<file path="src/hdl/scpa_pkg.sv">
package scpa_pkg;

    // Sizing of the allocator.
    localparam int ROUND_BYTES       = 8;
    localparam int MAX_BYTES         = 128;
    localparam int BLOCKS_PER_REFILL = 8;
    localparam int POOL_GRANULES     = 4096;

    localparam int ADDR_W      = 12;
    localparam int LINK_W      = ADDR_W + 1;
    localparam int ADDR_SPACE  = 1 << ADDR_W;
    localparam int POOL_LIMIT  = (POOL_GRANULES < ADDR_SPACE) ? POOL_GRANULES : ADDR_SPACE;
    localparam int NUM_CLASSES = (MAX_BYTES + ROUND_BYTES - 1) / ROUND_BYTES;
    localparam int CLS_W       = (NUM_CLASSES > 1) ? $clog2(NUM_CLASSES) : 1;
    localparam int CNT_W       = (BLOCKS_PER_REFILL > 1) ? $clog2(BLOCKS_PER_REFILL) : 1;

    // The shared adder must hold the bump pointer plus one whole refill.
    localparam int NEED_W = $clog2((NUM_CLASSES + 1) * BLOCKS_PER_REFILL + 1);
    localparam int ALU_W  = ((NEED_W > LINK_W) ? NEED_W : LINK_W) + 1;

    // Command codes.
    localparam logic [1:0] CMD_ALLOC    = 2'd0;
    localparam logic [1:0] CMD_FREE     = 2'd1;
    localparam logic [1:0] CMD_FREE_ALL = 2'd2;

    // Status codes.
    localparam logic [1:0] ST_OK      = 2'd0;
    localparam logic [1:0] ST_NOPOOL  = 2'd1;
    localparam logic [1:0] ST_TOOBIG  = 2'd2;
    localparam logic [1:0] ST_BADADDR = 2'd3;

    typedef struct packed {
        logic [1:0]        cmd;
        logic [7:0]        request_bytes;
        logic [ADDR_W-1:0] block_address;
    } t_in_item;

    typedef struct packed {
        logic [1:0]        status;
        logic [ADDR_W-1:0] granted_address;
    } t_out_item;

    typedef enum logic [0:0] {
        ALU_ADD,
        ALU_SUB
    } t_alu_op;

    typedef struct packed {
        t_alu_op          op;
        logic [ALU_W-1:0] a;
        logic [ALU_W-1:0] b;
    } t_alu_req;

    typedef enum logic [3:0] {
        S_IDLE,
        S_DECODE,
        S_CHECK,
        S_REFILL,
        S_POP_RD,
        S_POP,
        S_FREE_HDR,
        S_FREE_RD,
        S_FREE_PUSH,
        S_DONE
    } t_state;

endpackage

</file>
<file path="src/hdl/scpa_alu.sv">
module scpa_alu
    import scpa_pkg::*;
(
    input  t_alu_req         i_req,
    output logic [ALU_W-1:0] o_result,
    output logic             o_lt
);

    logic [ALU_W:0] sum;
    logic [ALU_W:0] diff;

    // One adder for address stepping and bounds; the subtract borrow is the compare.
    assign sum  = {1'b0, i_req.a} + {1'b0, i_req.b};
    assign diff = {1'b0, i_req.a} - {1'b0, i_req.b};

    always_comb begin
        case (i_req.op)
            ALU_ADD: begin
                o_result = sum[ALU_W-1:0];
                o_lt     = 1'b0;
            end
            ALU_SUB: begin
                o_result = diff[ALU_W-1:0];
                o_lt     = diff[ALU_W];
            end
            default: begin
                o_result = '0;
                o_lt     = 1'b0;
            end
        endcase
    end

endmodule

</file>
<file path="config.mk">
export PLATFORM = sky130hd
export DESIGN_NAME = scpa_alu
export DESIGN_NICKNAME = d
export VERILOG_FILES = /design/src/hdl/scpa_pkg.sv /design/src/hdl/scpa_alu.sv
export SDC_FILE = /design/constraint.sdc
export NUM_CORES = 1
export LEC_CHECK = 0
export ABC_CLOCK_PERIOD_IN_PS = 3460
export BUFFER_PORTS_ARGS = -buffer_cell sky130_fd_sc_hd__buf_2
export CAP_MARGIN = 10
export CORE_UTILIZATION = 30
export DETAILED_ROUTE_END_ITERATION = 12
export PLACE_DENSITY_LB_ADDON = 0.08
export SLEW_MARGIN = 20
export SYNTH_ARGS = -nofsm -noshare
export SYNTH_HDL_FRONTEND = slang
export SYNTH_SLANG_ARGS = --single-unit
</file>
<file path="constraint.sdc">
create_clock -name vclk -period 3.46
set_clock_uncertainty 0.15 [all_clocks]
set_input_delay 0.692 -clock vclk [all_inputs]
set_output_delay 0.692 -clock vclk [all_outputs]
set_load 0.02 [all_outputs]
</file>
---- Word level (Yosys, flattened, before mapping) ----
Cells that the tools add are included.
cells by class
  multipliers ............................. 0
  $lt $le $gt $ge ......................... 0
  bitwise gates (word level) .............. 1
  shift-type cells ........................ 0
  div/mod/pow operators ................... 0
  equality and inequality tests ........... 0
  add/subtract/negate cells ............... 2
  reductions and logical operators ........ 0
  multiplexer cells ....................... 2
operators by type and width
  kind              count
  $pmux W14 S2      1
  $sub A14 B14 Y15  1
  $add A14 B14 Y14  1
  $pmux W1 S2       1
  $not A1 Y1        1
word-level totals
  RAM bits ................................ 0
  ROM bits ................................ 0
  bits in latches ......................... 0
  word-level logic and storage cells ...... 5
  bits in registers ....................... 0
  memories ................................ 0
  bits of input ports ..................... 29
  output and inout bits ................... 15

---- Logic depth before layout (Yosys ltp) ----
  depth after elaboration ................. 2
  depth in mapped cells ................... 9

---- Worst setup path after synthesis ----
Ideal clock, no wire load.
  path kind ............................... input to output
  from .................................... in i_req[0] (netlist name)
  to ...................................... out o_result[12]
  data required time ...................... 2.618 ns
  stages on the path ...................... 8
  slack ................................... 0.015 ns
  arrival time ............................ 2.603 ns
  cells stage by stage .................... ha_1 -> fa_1 -> nor2b_1 -> o21ai_2 -> a2111oi_2 -> a221o_1 -> o32ai_2 -> xor2_1
on the way
  longest elaborated chain between the ends .. 2
  elaborated cells on any way between the ends .. 3
  classes of those cells .................. add/sub (2); mux (1)
RTL lines
  item                                                  RTL line                        text
  start, declared                                       scpa_alu.sv:4                   input t_alu_req i_req,
  $sub A14 B14 Y15 or $add A14 B14 Y14 (tied branches)  scpa_alu.sv:14, scpa_alu.sv:13
  $pmux W14 S2 *                                        scpa_alu.sv:17                  case (i_req.op)
  end, declared                                         scpa_alu.sv:5                   output logic [ALU_W-1:0] o_result,
Mark *: on every way between the ends. The rest lies on a longest branch, timed or not.

---- Worst setup path after layout ----
  from .................................... in i_req[14] (netlist name)
  to ...................................... out o_result[12]
Same word-level chain as after synthesis.

==> impl_metrics.toml <==
[worst_setup_path]
cp_data_arrival_time_ps = 2600
start_kind = "input port"
critPathMaxFanout = 2
critPathCaptureType = "primary output"
crit_type = "in -> out"
cp.required_ps = 2620

[final_layout]
syn_to_final_growth_pct = 41.9
fill_cells = 466
seq_area_um2 = 0
seq_cells = 0
drive_gt1_share_pct = 36.7
layout.cells.non_filler = 308
fin_nets = 316
diodes = 0
clock_buffers = 0

[drt]
first_pass_iters = 4
avgViaCountPerCell = 5.21
wire_per_inst_um = 12.7
post-route-drc-count = 0
routed_wl_um = 3920
vias = 1604
dr.first_iter.drc_count = 71
postRouteAntennaNets = 0

[floorplanning]
start_util_pct = 31.7
io_pins = 44
fp.dieH_um = 70.3
rows = 24
core-area_um2 = 4410
die_area_um2 = 4940
die_x_um = 70.3

[power]
ir_worst_vdd_mv = 0.0784
cellLeakagePower_nw = 0.967
p_total_w = 0.000408
pwr_density_cell_nw_per_um2 = 205

[yosys]
synthTopCellsByCount = "ha_1 (27), inv_1 (27), nor2_1 (16), a21oi_1 (14)"
synth.distinct_cells = 46
synth.area.top_cells = "ha_1 (24%), inv_1 (7.2%), xnor2_1 (6.3%)"
yosysTopAreaCell = "ha_1"
synth_mux_area_share_pct = 1.43
synth-simple-area-share_pct = 21.3
ys_seq_area_share_pct = 0
avgSynthCellArea_um2 = 7.07
synth_area_um2 = 1400
synthAdderAreaFrac_pct = 27.0
synth_compound_area_share_pct = 32.7
synth_cells = 198
synth-xor-area-share_pct = 7.51
netlist.area_leader.share_pct = 24.1
syn_nets = 256
ys_warn_count = 0
synth_top_family_by_area = "compound AO/OA/AOI/OAI gates"

[grt]
grt_use_total_pct = 16.0
grt_start_max_net_pins = 20
grt_pass1_wl_um = 6810
grt_pass1_vias = 1488
antenna_found_initial = 0
overflow = 0

[min_path]
hold_class = "in -> out"

[sta]
worst_pin_slew_ps = 361
relSlewSlack_pct = 76.0
period_needed_ps = 3440
fin_crit_sh_pct = 99.5
finalSetupViolCount = 0
rsz0062_at_grt = "true"
slew_viol_final = 0
clock.fmax_mhz = 290
finalHoldViolCount = 0

[placement]
dp.cells = 305
port_buffers = 44
hpwl_um = 3210
place.gp.congestion = 0.840

[job]
drv_cap = 0

[outcome]
outcome = "finished clean"
-- report_power, final --
group          total (W)  internal, W  switching (W)
clock                  0            0              0
combinational   0.000408     0.000183       0.000225
sequential             0            0              0
-- layer usage --
layer | share of wire, % | vias up | track usage [%]
li1 | - | 823 | -
met4 | 0 | 0 | 0.667
met1 | 49 | 744 | 24.1
met5 | 0 | - | 0
met2 | 49 | 37 | 26.6
met3 | 2.9 | 0 | 0.289
-- worst paths after layout --
path	start	endpoint	slack, ps	cells after the start
max	i_req[14]	o_result[12]	20	10
min	i_req[0]	o_result[0]	1610	4
-- cell families after synthesis --
family,Yosys count
AO/OA/AOI/OAI,62
AND/OR/NAND/NOR,57
buffers and inverters,36
adder cells (fa/ha/maj),29
XOR/XNOR,12
multiplexers,2
-- critical path: stages --
cell and delay (ps):
buf_8 100, ha_4 160, fa_2 360, nor2b_4 150, o21ai_4 160, a2111oi_4 90, a221o_1 330, o32ai_2 230
xor2_1 170, buf_4 160
-- area by class of cell --
cell class	instances	area [µm²]	share of cell area (%)
Timing Repair Buffer	66	417	21.0
Inverter	28	105	5.29
Tap cell	52	65.1	3.27
Multi-Input combinational cell	162	1400	70.5
-- cells in the final DEF (no fill, tap or decap), types with 3 or more instances in the layout --
cell type and count:
a21o_1 4, a21oi_1 13, inv_1 27, o21a_1 3, o31a_1 3, nor2b_1 5, ha_1 23, buf_2 36
nor3_1 3, o21ai_0 9, nand2_1 9, a211oi_1 3, nand3_1 6, xnor2_1 10, nand2b_1 3, nor2_1 14
buf_4 28, nor4_1 3
-- stage by stage --
step	TNS [ps]	instance area (µm²)	setup slack [ps]	hold WS, ps	util (%)
after global routing	-196	1990	-94.3	1660	45.0
after detailed placement	-295	1790	-148	1630	40.6
after global placement	-288	1790	-141	1620	40.6
final	0	1990	15.8	1610	45.0
after CTS	-88.9	1890	-88.9	1610	42.9
after floorplan	0	1400	15.0	1430	-
-- what timing repair did --
action,4_1_cts,5_1_grt
setup endpoints to repair,6,9
setup buffers,3,0
hold buffers,0,0
pin swaps,11,13
gates resized for setup,16,21
Power figures use the tool's default switching activity.
